$ cat config.mk
export PLATFORM = sky130hd
export DESIGN_NAME = adaptive_band_level_tracker_top
export DESIGN_NICKNAME = d
export VERILOG_FILES = /design/src/sv/abl_pkg.sv /design/src/sv/abl_ram.sv /design/src/sv/abl_div.sv /design/src/sv/adaptive_band_level_tracker_top.sv
export SDC_FILE = /design/constraint.sdc
export NUM_CORES = 2
export LEC_CHECK = 0
export BUFFER_PORTS_ARGS = -buffer_cell sky130_fd_sc_hd__buf_4
export CORE_MARGIN = 1.5
export CORE_UTILIZATION = 30
export DETAILED_ROUTE_END_ITERATION = 8
export PLACE_DENSITY = 0.51
export SYNTH_ARGS = -nofsm -noshare
export SYNTH_HDL_FRONTEND = slang
export SYNTH_SLANG_ARGS = --single-unit
$ cat constraint.sdc
create_clock -name clock -period 14.2 [get_ports clock]
set_input_delay 2.84 -clock clock [delete_from_list [all_inputs] [get_ports clock]]
set_output_delay 2.84 -clock clock [all_outputs]
set_load 0.01 [all_outputs]
$ cat src/sv/abl_pkg.sv
package abl_pkg;

   // fixed field widths
   localparam int BAND_W  = 3;
   localparam int VALUE_W = 12;
   localparam int LEVEL_W = 8;
   localparam int RMIN_W  = 12;
   localparam int LEDS_W  = 8;
   localparam int DATA_W  = 32;
   localparam int ADDR_W  = 3;

   localparam logic [RMIN_W-1:0]  RMIN_RESET  = 12'd100;
   localparam logic [LEDS_W-1:0]  LEDS_RESET  = 8'd8;
   localparam logic [LEVEL_W-1:0] LEVEL_RESET = 8'd1;
   localparam logic [LEVEL_W-1:0] LEVEL_MIN   = 8'd1;
   localparam logic [LEVEL_W-1:0] LEVEL_MAX   = 8'd255;

   // register select, taken from paddr[2]
   localparam logic REG_RANGE_MIN = 1'b0;
   localparam logic REG_MAX_LEDS  = 1'b1;

   typedef enum logic [2:0] {
      ST_IDLE,
      ST_SCAN,
      ST_AVG,
      ST_BOUND,
      ST_SPAN,
      ST_MUL,
      ST_TGT,
      ST_OUT
   } abl_state_type;

endpackage

$ cat src/sv/abl_ram.sv
module abl_ram #(
   parameter int WIDTH = 12,
   parameter int DEPTH = 256
) (
   input  logic                     clock,
   input  logic                     we,
   input  logic [$clog2(DEPTH)-1:0] waddr,
   input  logic [WIDTH-1:0]         wdata,
   input  logic [$clog2(DEPTH)-1:0] raddr,
   output logic [WIDTH-1:0]         rdata
);

   logic [WIDTH-1:0] mem [DEPTH];
   logic [WIDTH-1:0] rdata_ff;

   always_ff @(posedge clock) begin
      if (we) begin
         mem[waddr] <= wdata;
      end
      rdata_ff <= mem[raddr];
   end

   assign rdata = rdata_ff;

endmodule

$ cat src/sv/abl_div.sv
module abl_div #(
   parameter int W  = 21,
   parameter int DW = 12
) (
   input  logic          clock,
   input  logic          reset,
   input  logic          start,
   input  logic [W-1:0]  dividend,
   input  logic [DW-1:0] divisor,
   output logic [W-1:0]  quotient,
   output logic          done
);

   localparam int CW = $clog2(W + 1);

   logic [DW-1:0] rem_ff, rem_in;
   logic [W-1:0]  quo_ff, quo_in;
   logic [DW-1:0] dvs_ff, dvs_in;
   logic [CW-1:0] cnt_ff, cnt_in;
   logic          busy_ff, busy_in;
   logic          done_ff, done_in;

   logic [DW:0] shifted;
   logic [DW:0] diff;
   logic        ge;

   // restoring division, one quotient bit per cycle
   always_comb begin
      shifted = {rem_ff, quo_ff[W-1]};
      diff    = shifted - {1'b0, dvs_ff};
      ge      = shifted >= {1'b0, dvs_ff};
      rem_in  = rem_ff;
      quo_in  = quo_ff;
      dvs_in  = dvs_ff;
      cnt_in  = cnt_ff;
      busy_in = busy_ff;
      done_in = 1'b0;
      if (start) begin
         rem_in  = '0;
         quo_in  = dividend;
         dvs_in  = divisor;
         cnt_in  = CW'(W);
         busy_in = 1'b1;
      end else if (busy_ff) begin
         rem_in = ge ? diff[DW-1:0] : shifted[DW-1:0];
         quo_in = {quo_ff[W-2:0], ge};
         cnt_in = cnt_ff - CW'(1);
         if (cnt_ff == CW'(1)) begin
            busy_in = 1'b0;
            done_in = 1'b1;
         end
      end
   end

   always_ff @(posedge clock) begin
      if (reset) begin
         busy_ff <= 1'b0;
         done_ff <= 1'b0;
         cnt_ff  <= '0;
      end else begin
         busy_ff <= busy_in;
         done_ff <= done_in;
         cnt_ff  <= cnt_in;
      end
   end

   always_ff @(posedge clock) begin
      rem_ff <= rem_in;
      quo_ff <= quo_in;
      dvs_ff <= dvs_in;
   end

   assign quotient = quo_ff;
   assign done     = done_ff;

endmodule

$ cat src/sv/adaptive_band_level_tracker_top.sv
// Each accepted item scans the filled frames of its band (closed frames plus the open one,
// at most HISTORY_DEPTH), then makes two passes of the shared divider before rsp_valid.
// A new item is taken only once the last one is through; a held result stalls the next
// item's last step.
// Out-of-range bands are taken and dropped. History memory is not cleared.
// Reset (sync, active high): slot and frame count 0, levels 1, min span 100, max_leds 8.
module adaptive_band_level_tracker_top #(
   parameter int BANDS         = 7,
   parameter int HISTORY_DEPTH = 32,
   parameter int SAMPLE_BITS   = 12
) (
   input  logic                          clock,
   input  logic                          reset,
   // sample items
   input  logic                          req_valid,
   output logic                          req_ready,
   input  logic [abl_pkg::BAND_W-1:0]    req_sample_band,
   input  logic [abl_pkg::VALUE_W-1:0]   req_sample_value,
   // level items
   output logic                          rsp_valid,
   input  logic                          rsp_ready,
   output logic [abl_pkg::BAND_W-1:0]    rsp_level_band,
   output logic [abl_pkg::LEVEL_W-1:0]   rsp_level,
   // APB-style register port
   input  logic                          psel,
   input  logic                          penable,
   input  logic                          pwrite,
   input  logic [abl_pkg::ADDR_W-1:0]    paddr,
   input  logic [abl_pkg::DATA_W-1:0]    pwdata,
   output logic [abl_pkg::DATA_W-1:0]    prdata,
   output logic                          pready
);

   import abl_pkg::*;

   localparam int SW       = SAMPLE_BITS;
   localparam int SLOT_W   = (HISTORY_DEPTH > 1) ? $clog2(HISTORY_DEPTH) : 1;
   localparam int CNT_W    = $clog2(HISTORY_DEPTH + 1);
   localparam int SUM_W    = SW + $clog2(HISTORY_DEPTH);
   localparam int SPAN_W   = (SW > RMIN_W) ? SW : RMIN_W;
   localparam int MUL_W    = LEDS_W + 1;
   localparam int DIV_W    = SW + MUL_W;
   localparam int BIDX_W   = (BANDS > 1) ? $clog2(BANDS) : 1;
   localparam int RADDR_W  = SLOT_W + BAND_W;
   localparam int RAM_DEPTH = (2 ** SLOT_W) * (2 ** BAND_W);

   // ---------------------------------------------------------------- registers
   abl_state_type        state_ff, state_in;
   logic [BAND_W-1:0]    band_ff, band_in;
   logic [SW-1:0]        samp_ff, samp_in;
   logic [CNT_W-1:0]     count_ff, count_in;
   logic [CNT_W-1:0]     idx_ff, idx_in;
   logic                 pend_ff, pend_in;
   logic [SW-1:0]        lo_ff, lo_in;
   logic [SW-1:0]        hi_ff, hi_in;
   logic [SUM_W-1:0]     total_ff, total_in;
   logic [SW-1:0]        fl_ff, fl_in;
   logic [SW-1:0]        ce_ff, ce_in;
   logic [SPAN_W-1:0]    span_ff, span_in;
   logic [SW-1:0]        above_ff, above_in;
   logic [LEVEL_W-1:0]   lvl_ff, lvl_in;

   logic [SLOT_W-1:0]    slot_ff, slot_in;
   logic [CNT_W-1:0]     frames_ff, frames_in;
   logic [LEVEL_W-1:0]   levels_ff [BANDS];
   logic [LEVEL_W-1:0]   levels_in [BANDS];

   logic [RMIN_W-1:0]    rmin_ff, rmin_in;
   logic [LEDS_W-1:0]    leds_ff, leds_in;

   logic                 rsp_valid_ff, rsp_valid_in;
   logic [BAND_W-1:0]    rsp_band_ff, rsp_band_in;
   logic [LEVEL_W-1:0]   rsp_level_ff, rsp_level_in;

   // ---------------------------------------------------------------- datapath wires
   logic                 ram_we;
   logic [RADDR_W-1:0]   ram_waddr;
   logic [RADDR_W-1:0]   ram_raddr;
   logic [SW-1:0]        ram_wdata;
   logic [SW-1:0]        ram_rdata;

   logic                 div_start;
   logic [DIV_W-1:0]     div_dividend;
   logic [SPAN_W-1:0]    div_divisor;
   logic [DIV_W-1:0]     div_quo;
   logic                 div_done;

   logic                 band_ok;
   logic                 band_last;
   logic [SW-1:0]        avg;
   logic [SW+1:0]        fl_sum;
   logic [SW+1:0]        ce_sum;
   logic [SPAN_W-1:0]    diff;
   logic [SPAN_W-1:0]    span_sel;
   logic [MUL_W-1:0]     scale;
   logic [LEVEL_W-1:0]   lvl_cur;
   logic                 cfg_write;

   // ---------------------------------------------------------------- history memory
   // one row per ring slot, one column per band code
   abl_ram #(
      .WIDTH (SW),
      .DEPTH (RAM_DEPTH)
   ) u_hist (
      .clock (clock),
      .we    (ram_we),
      .waddr (ram_waddr),
      .wdata (ram_wdata),
      .raddr (ram_raddr),
      .rdata (ram_rdata)
   );

   // ---------------------------------------------------------------- shared divider
   // first pass: sum / count for the average; second pass: scaled / span
   abl_div #(
      .W  (DIV_W),
      .DW (SPAN_W)
   ) u_div (
      .clock    (clock),
      .reset    (reset),
      .start    (div_start),
      .dividend (div_dividend),
      .divisor  (div_divisor),
      .quotient (div_quo),
      .done     (div_done)
   );

   // ---------------------------------------------------------------- register port
   assign pready    = 1'b1;
   assign cfg_write = psel & penable & pwrite & pready;

   always_comb begin
      unique case (paddr[2])
         REG_RANGE_MIN: prdata = DATA_W'(rmin_ff);
         REG_MAX_LEDS:  prdata = DATA_W'(leds_ff);
         default:       prdata = '0;
      endcase
   end

   always_comb begin
      rmin_in = rmin_ff;
      leds_in = leds_ff;
      if (cfg_write) begin
         unique case (paddr[2])
            REG_RANGE_MIN: rmin_in = pwdata[RMIN_W-1:0];
            REG_MAX_LEDS:  leds_in = pwdata[LEDS_W-1:0];
            default:       ;
         endcase
      end
   end

   // ---------------------------------------------------------------- sequencer
   assign req_ready = (state_ff == ST_IDLE);
   assign band_ok   = 32'(req_sample_band) < BANDS;
   assign band_last = 32'(band_ff) == (BANDS - 1);

   assign ram_raddr = {idx_ff[SLOT_W-1:0], band_ff};
   assign ram_waddr = {slot_ff, req_sample_band};
   assign ram_wdata = SW'(req_sample_value);

   // floor and ceil: (3*x + avg) / 4
   assign avg    = div_quo[SW-1:0];
   assign fl_sum = {1'b0, lo_ff, 1'b0} + {2'b00, lo_ff} + {2'b00, avg};
   assign ce_sum = {1'b0, hi_ff, 1'b0} + {2'b00, hi_ff} + {2'b00, avg};

   // span never below range_min, and never zero
   assign diff     = SPAN_W'(ce_ff - fl_ff);
   assign span_sel = (diff < SPAN_W'(rmin_ff)) ? SPAN_W'(rmin_ff) : diff;

   assign scale   = {1'b0, leds_ff} + MUL_W'(1);
   assign lvl_cur = levels_ff[BIDX_W'(band_ff)];

   always_comb begin
      state_in     = state_ff;
      band_in      = band_ff;
      samp_in      = samp_ff;
      count_in     = count_ff;
      idx_in       = idx_ff;
      pend_in      = 1'b0;
      lo_in        = lo_ff;
      hi_in        = hi_ff;
      total_in     = total_ff;
      fl_in        = fl_ff;
      ce_in        = ce_ff;
      span_in      = span_ff;
      above_in     = above_ff;
      lvl_in       = lvl_ff;
      slot_in      = slot_ff;
      frames_in    = frames_ff;
      levels_in    = levels_ff;
      rsp_valid_in = rsp_valid_ff & ~rsp_ready;
      rsp_band_in  = rsp_band_ff;
      rsp_level_in = rsp_level_ff;
      ram_we       = 1'b0;
      div_start    = 1'b0;
      div_dividend = DIV_W'(total_ff);
      div_divisor  = SPAN_W'(count_ff);

      unique case (state_ff)
         ST_IDLE: begin
            // out-of-range band items are taken and dropped
            if (req_valid && band_ok) begin
               ram_we   = 1'b1;
               band_in  = req_sample_band;
               samp_in  = SW'(req_sample_value);
               count_in = (frames_ff == CNT_W'(HISTORY_DEPTH)) ? frames_ff
                                                               : frames_ff + CNT_W'(1);
               idx_in   = '0;
               lo_in    = '1;
               hi_in    = '0;
               total_in = '0;
               state_in = ST_SCAN;
            end
         end
         ST_SCAN: begin
            // issue one read per filled frame; data lands in the next cycle
            if (idx_ff != count_ff) begin
               idx_in  = idx_ff + CNT_W'(1);
               pend_in = 1'b1;
            end
            if (pend_ff) begin
               if (ram_rdata < lo_ff) lo_in = ram_rdata;
               if (ram_rdata > hi_ff) hi_in = ram_rdata;
               total_in = total_ff + SUM_W'(ram_rdata);
            end
            if (idx_ff == count_ff && !pend_ff) begin
               div_start = 1'b1;
               state_in  = ST_AVG;
            end
         end
         ST_AVG: begin
            if (div_done) begin
               state_in = ST_BOUND;
            end
         end
         ST_BOUND: begin
            fl_in    = fl_sum[SW+1:2];
            ce_in    = ce_sum[SW+1:2];
            state_in = ST_SPAN;
         end
         ST_SPAN: begin
            span_in  = (span_sel == '0) ? SPAN_W'(1) : span_sel;
            above_in = (samp_ff > fl_ff) ? samp_ff - fl_ff : '0;
            state_in = ST_MUL;
         end
         ST_MUL: begin
            // product goes straight into the divider's operand register
            div_start    = 1'b1;
            div_dividend = DIV_W'(above_ff) * DIV_W'(scale);
            div_divisor  = span_ff;
            state_in     = ST_TGT;
         end
         ST_TGT: begin
            if (div_done) begin
               lvl_in = lvl_cur;
               if (div_quo > DIV_W'(lvl_cur)) begin
                  if (lvl_cur != LEVEL_MAX) lvl_in = lvl_cur + LEVEL_W'(1);
               end else if (div_quo < DIV_W'(lvl_cur) && lvl_cur > LEVEL_MIN) begin
                  lvl_in = lvl_cur - LEVEL_W'(1);
               end
               state_in = ST_OUT;
            end
         end
         ST_OUT: begin
            // wait for the output register to free up
            if (!rsp_valid_ff || rsp_ready) begin
               rsp_valid_in               = 1'b1;
               rsp_band_in                = band_ff;
               rsp_level_in               = lvl_ff;
               levels_in[BIDX_W'(band_ff)] = lvl_ff;
               if (band_last) begin
                  slot_in = (slot_ff == SLOT_W'(HISTORY_DEPTH - 1)) ? '0
                                                                  : slot_ff + SLOT_W'(1);
                  if (frames_ff != CNT_W'(HISTORY_DEPTH)) frames_in = frames_ff + CNT_W'(1);
               end
               state_in = ST_IDLE;
            end
         end
         default: state_in = ST_IDLE;
      endcase
   end

   // ---------------------------------------------------------------- control state
   always_ff @(posedge clock) begin
      if (reset) begin
         state_ff     <= ST_IDLE;
         pend_ff      <= 1'b0;
         slot_ff      <= '0;
         frames_ff    <= '0;
         rmin_ff      <= RMIN_RESET;
         leds_ff      <= LEDS_RESET;
         rsp_valid_ff <= 1'b0;
         for (int b = 0; b < BANDS; b++) begin
            levels_ff[b] <= LEVEL_RESET;
         end
      end else begin
         state_ff     <= state_in;
         pend_ff      <= pend_in;
         slot_ff      <= slot_in;
         frames_ff    <= frames_in;
         rmin_ff      <= rmin_in;
         leds_ff      <= leds_in;
         rsp_valid_ff <= rsp_valid_in;
         levels_ff    <= levels_in;
      end
   end

   // ---------------------------------------------------------------- payload
   always_ff @(posedge clock) begin
      band_ff      <= band_in;
      samp_ff      <= samp_in;
      count_ff     <= count_in;
      idx_ff       <= idx_in;
      lo_ff        <= lo_in;
      hi_ff        <= hi_in;
      total_ff     <= total_in;
      fl_ff        <= fl_in;
      ce_ff        <= ce_in;
      span_ff      <= span_in;
      above_ff     <= above_in;
      lvl_ff       <= lvl_in;
      rsp_band_ff  <= rsp_band_in;
      rsp_level_ff <= rsp_level_in;
   end

   assign rsp_valid      = rsp_valid_ff;
   assign rsp_level_band = rsp_band_ff;
   assign rsp_level      = rsp_level_ff;

endmodule

# Word level (Yosys, flattened, before mapping)
# Memory sizes are Yosys's and may differ from the RTL's. A register that Yosys moved wholly into a read port is not among the register bits.
# Index checks and enable logic that the tools add are counted.
# word_totals
ff_bits	279
mem_bits_rw	3072
out_inout_bits	46
elab_cells	175
mem_count	1
# op_classes
add_sub_neg	15
mul	1
n_lt_le_gt_ge	11
eq_ne	24
muxes	53
n_bitwise	8
reduce_logical	26
# mem_list
memory	depth	width	rd	rd_clocked_by_memory_dff	wr	line_no	source
u_hist.mem	256	12	1	1	1	abl_ram.sv:13	logic [WIDTH-1:0] mem [DEPTH];
# op_table
op	n
$mux 12	8
$pmux 32 s2	1
$mux 21	3
$bwmux 56	1
$mux 8	6
$pmux 12 s2	2
$sub 12x12->12	3
$mux 17	2
$pmux 17 s2	1
$add 13x12->14	2
$add 14x12->14	2
$bmux 8 s3	1
$demux 8 s3	1
$gt 12x12->1	2
$lt 12x12->1	2
$mux 6	4
$pmux 3 s8	1
$gt 21x8->1	1
$lt 21x8->1	1
$mul 12x9->21	1
$add 17x12->17	1
$eq 3x3->1 const B	5
$mux 3	5
$mux 5	3
other kinds (40)	79

# Longest topological paths before layout
# depth
depth_word	8
mapped_depth	23
ltp_nobuf	22

# By module
# From an unflattened synthesis, not the netlist that was laid out.
# unflattened
cells_unflattened	7517
area_unflattened_um2	138610.4
# modules_own_cells
mod	instances	cells_each	area_each_um2
abl_ram	1	5506	118632.5
adaptive_band_level_tracker_top	1	1773	17242.8
abl_div	1	238	2735.1

# Worst setup path before layout
# OpenSTA, ideal clock, no wires.
# synth_timing
path_kind	input to output
from	input paddr[2] (netlist bit)
to	output prdata[2] (netlist bit)
arrival_ns	3.535
required_ns	11.360
slack_ns	7.825
path_stages	3
path_buffers	2
cell_sequence	clkbuf_1 clkbuf_1 o21ai_0
# synth_via
elab_chain_len	2
# synth_rtl
item	line_no	source
start, declared	adaptive_band_level_tracker_top.sv:28	input logic [abl_pkg::ADDR_W-1:0] paddr,
$not 1->1	--	
$pmux 32 s2 *	adaptive_band_level_tracker_top.sv:133	unique case (paddr[2])
end, declared	adaptive_band_level_tracker_top.sv:30	output logic [abl_pkg::DATA_W-1:0] prdata,
# Mark *: on every way between the ends. The rest lies on a longest branch, timed or not. The select of a mux whose other input is x is not followed.

# Worst setup path after layout
# layout_timing
from	register leds_ff[0]
to	register u_div.quo_ff[20], in the netlist u_div.quotient[20] (data pin)
# layout_via
elab_chain_len	4
# layout_rtl
item	line_no	source
start, declared	adaptive_band_level_tracker_top.sv:69	logic [LEDS_W-1:0] leds_ff, leds_in;
start signal, assigned	adaptive_band_level_tracker_top.sv:302	leds_ff <= leds_in;
$add 8x1->9	adaptive_band_level_tracker_top.sv:170	assign scale = {1'b0, leds_ff} + MUL_W'(1);
$mul 12x9->21	adaptive_band_level_tracker_top.sv:249	div_dividend = DIV_W'(above_ff) * DIV_W'(scale);
$mux 21	adaptive_band_level_tracker_top.sv:199	unique case (state_ff)
$mux 21	abl_div.sv:38	if (start) begin
net u_div.quo_in[20]	abl_div.sv:17	logic [W-1:0] quo_ff, quo_in;
end signal, assigned	abl_div.sv:69	quo_ff <= quo_in;
end, declared	abl_div.sv:17	
# The timed path passes the listed nets, and every way through them passes these cells.
# A chain may end at the register's enable or synchronous reset.

==> impl_metrics.json <==
{
  "fin_tns_setup_ns": 0,
  "clock-sinks": 3363,
  "maxCapViolCount": 0,
  "holdBufCountCts": 0,
  "grt_util_all_layers_pct": 18.93,
  "whs_path_depth": 2,
  "drtIter0Drc": 10390,
  "setup_violations": 0,
  "ff2ff_path_depth": 19,
  "wl_met2_um": 211900,
  "route.met3.wl_um": 37480,
  "syn_area_um2": 138800,
  "p_clk_share_pct": 41.3,
  "r2r_start": "leds_ff[0]",
  "hold_ws_ns": 0.4537,
  "crit_top_cell": "fa_1",
  "worstPathCellList": "and3_1 > nand3_1 > xnor2_1 > and2_1 > fa_1 > fa_1 > fa_1 > inv_1 > fa_1 > inv_1 > ha_1 > a21o_1 > a21o_1 > a21oi_1 > nor3b_1 > a211oi_1 > o21ai_0 > mux2i_1 > a221o_1",
  "syn_to_final_growth_pct": 16.27,
  "min_to": "levels_ff[9]",
  "muxShareOfSynthArea_pct": 6.491,
  "ys_async_sr_fraction_pct": 0,
  "grt_antenna_before_repair": 33,
  "synth-simple-area-share_pct": 5.028,
  "crit_path_end_kind": "register",
  "worstPathArrival_ns": 7.51,
  "cp_slowest_stage_delay_ns": 1.02,
  "drive_gt1_share_pct": 12.29,
  "fp.dieH_um": 683.2,
  "p_comb_share_pct": 10.1,
  "p_leak_uw": 0.05355,
  "critPathLaunchType": "register",
  "hp-start": "levels_ff[9]",
  "numCtsBuffers": 365,
  "grt_max_degree": 162,
  "synth_compound_area_share_pct": 10.56,
  "slew_headroom_pct": 8.073,
  "grt_pass1_vias": 83810,
  "gp_congestion": 0.8386,
  "drv_slew": 0,
  "grt_pass1_wl_um": 641800,
  "post_cts_resized": 0,
  "seqPwrFrac_pct": 48.6,
  "crit_slowest_cell": "xnor2_1",
  "dr.max_layer_used": "met4",
  "clk_pin_slew_worst_paths_ns": 0.06,
  "dieWidth_um": 683.2,
  "period_share_pct": 48.61,
  "die-area_um2": 466700,
  "swShare_pct": 25.23,
  "start_util_pct": 30.16,
  "rsz0062_at_grt": "no",
  "crit_fanout": 17,
  "synthAdderAreaFrac_pct": 2.897,
  "synthCells": 8985,
  "clockBufferDepth": 4,
  "avgSynthCellArea_um2": 15.45,
  "first_pass_iters": 6,
  "routed_wl_um": 459100,
  "synth_edf_count": 3240,
  "ant_nets": 0,
  "via_per_inst": 5.311,
  "fmax_mhz": 144.9,
  "r2r-end": "u_div.quotient[20]",
  "nets": 9959,
  "clk_latency_ns": 1.00,
  "post-route-cell-area_um2": 161400,
  "route.vias.total": 85540,
  "h-tree-depth": 5,
  "status": "complete, no violations",
  "synth_cell_type_count": 88,
  "portBuffers": 59,
  "dp_hpwl_um": 269100,
  "seq_area_frac_synth_pct": 71.87,
  "final_util_pct": 35.07,
  "regToRegSetupSlack_ns": 7.30,
  "final_common_cell": "edfxtp_1",
  "cellPowerDensity_nw_per_um2": 142.5,
  "synth_top_family_by_area": "compound AO/OA/AOI/OAI gates",
  "path_class": "register to register",
  "fin_crit_ns": 6.902,
  "postPlaceCellArea_um2": 149400,
  "synth_xor_area_share_pct": 0.5869,
  "final_cell_mix": "edfxtp_1, nand2_1, nor2_1",
  "post_drt_wl_per_cell_um": 28.50,
  "coreArea_um2": 460200,
  "netSwitchingPower_uw": 5801,
  "place_inst": 15420,
  "grt-ovfl-total": 0,
  "rows": 249,
  "hp-class": "register to register",
  "required_ns": 14.81,
  "wirelength_met1_um": 193700,
  "tightest_slew_ns": 1.370,
  "p_int_uw": 17190,
  "worst_clock_skew_ns": 0.1331,
  "io_pins": 103,
  "post-cts-setup-buffers": 0,
  "fillers": 43900,
  "cts_tree": "done",
  "ys_warn_count": 0,
  "synth-seq-cells": 3363,
  "final_cells": 16110,
  "drc": 0,
  "ys.flop_type": "edfxtp_1",
  "hold_violations": 0,
  "cts-root-buf": "clkbuf_16",
  "vdd_drop_max_mv": 0.09915
}
==> state kept, by name, indices dropped and copies added, names as in the netlist, 17 cells and up <==
signal          cells
u_hist.mem       3072
levels_ff          56
u_div.quotient     21
total_ff           17
==> power by group through the flow <==
stage	registers, µW	clock network, µW	logic (µW)
after floorplan	11300	0	1290
after global placement	11400	0	2290
after detailed placement	11400	0	2310
after CTS	11200	9640	2310
after global routing	11200	10000	2480
final	11200	9480	2330
==> cells by family (layout without fill, tap and decap cells) <==
| group | after synthesis | after routing |
|---|---|---|
| AOI/OAI and AO/OA | 2091 | 2091 |
| xor gates and xnor gates | 93 | 93 |
| adders and majority gates | 262 | 262 |
| buffers and inverters | 806 | 1365 |
| DFF | 3363 | 3363 |
| muxes | 805 | 805 |
| other | 2 | 415 |
| and+or+nand+nor | 1563 | 1563 |
==> how the worst max path moves through the flow <==
stage | cells past startpoint | to | from
final | 19 | u_div.quotient[20] | leds_ff[0]
after detailed placement | 19 | u_div.quotient[20] | leds_ff[0]
after global placement | 19 | u_div.quotient[20] | leds_ff[0]
after CTS | 19 | u_div.quotient[20] | leds_ff[0]
after floorplan | 3 | prdata[2] | paddr[2]
after global routing | 19 | u_div.quotient[20] | leds_ff[0]
==> cells in the mapped netlist, drive strengths merged, types with 51 or more instances <==
cell | number | area share (%)
a31oi | 58 | 0.26
xnor2 | 51 | 0.32
nand3 | 102 | 0.37
fa | 99 | 1.4
nor2 | 537 | 1.5
ha | 163 | 1.5
clkbuf | 340 | 0.92
a221oi | 494 | 3.1
mux2i | 341 | 2.5
o21ai | 382 | 1.4
o211ai | 78 | 0.42
mux2 | 431 | 3.5
a22oi | 200 | 1.1
a21oi | 446 | 1.6
edfxtp | 3240 | 70
buf | 255 | 1.1
inv | 208 | 0.56
dfxtp | 123 | 1.8
nand2 | 541 | 1.5
nor3 | 63 | 0.23
==> stage by stage <==
step | setup WS (ns) | power, µW
after floorplan | 7.825 | 12610
after global placement | 7.116 | 13660
after detailed placement | 7.155 | 13690
after CTS | 7.094 | 23120
after global routing | 6.860 | 23670
final | 7.298 | 22990
==> cell type report <==
cell class	instances	area [µm²]	area share [%]
Tap cell	6149	7694	4.767
Clock buffer	452	9563	5.926
Timing Repair Buffer	480	3994	2.475
Sequential cell	3363	99760	61.81
Antenna cell	10	25.02	0.01551
Multi-Input combinational cell	5219	37170	23.03
Inverter	211	812.0	0.5032
Clock inverter	222	2375	1.472
==> routing by layer <==
layer	GRT usage, %	vias up
met5	0	-
met4	6.118	0
met3	2.824	705
met2	30.34	3909
met1	26.40	44600
li1	-	36330
==> worst max-delay path: cells and delay by family, from the launching register on <==
family | cells | cell delay (ns)
muxes | 1 | 0.11
buffers and inverters | 2 | 0.10
and+or+nand+nor | 4 | 0.95
AOI/OAI and AO/OA | 6 | 1.37
adders and majority gates | 5 | 2.28
xor gates and xnor gates | 1 | 1.02
DFF | 1 | 0.82
(Power assumes the default switching activity.)
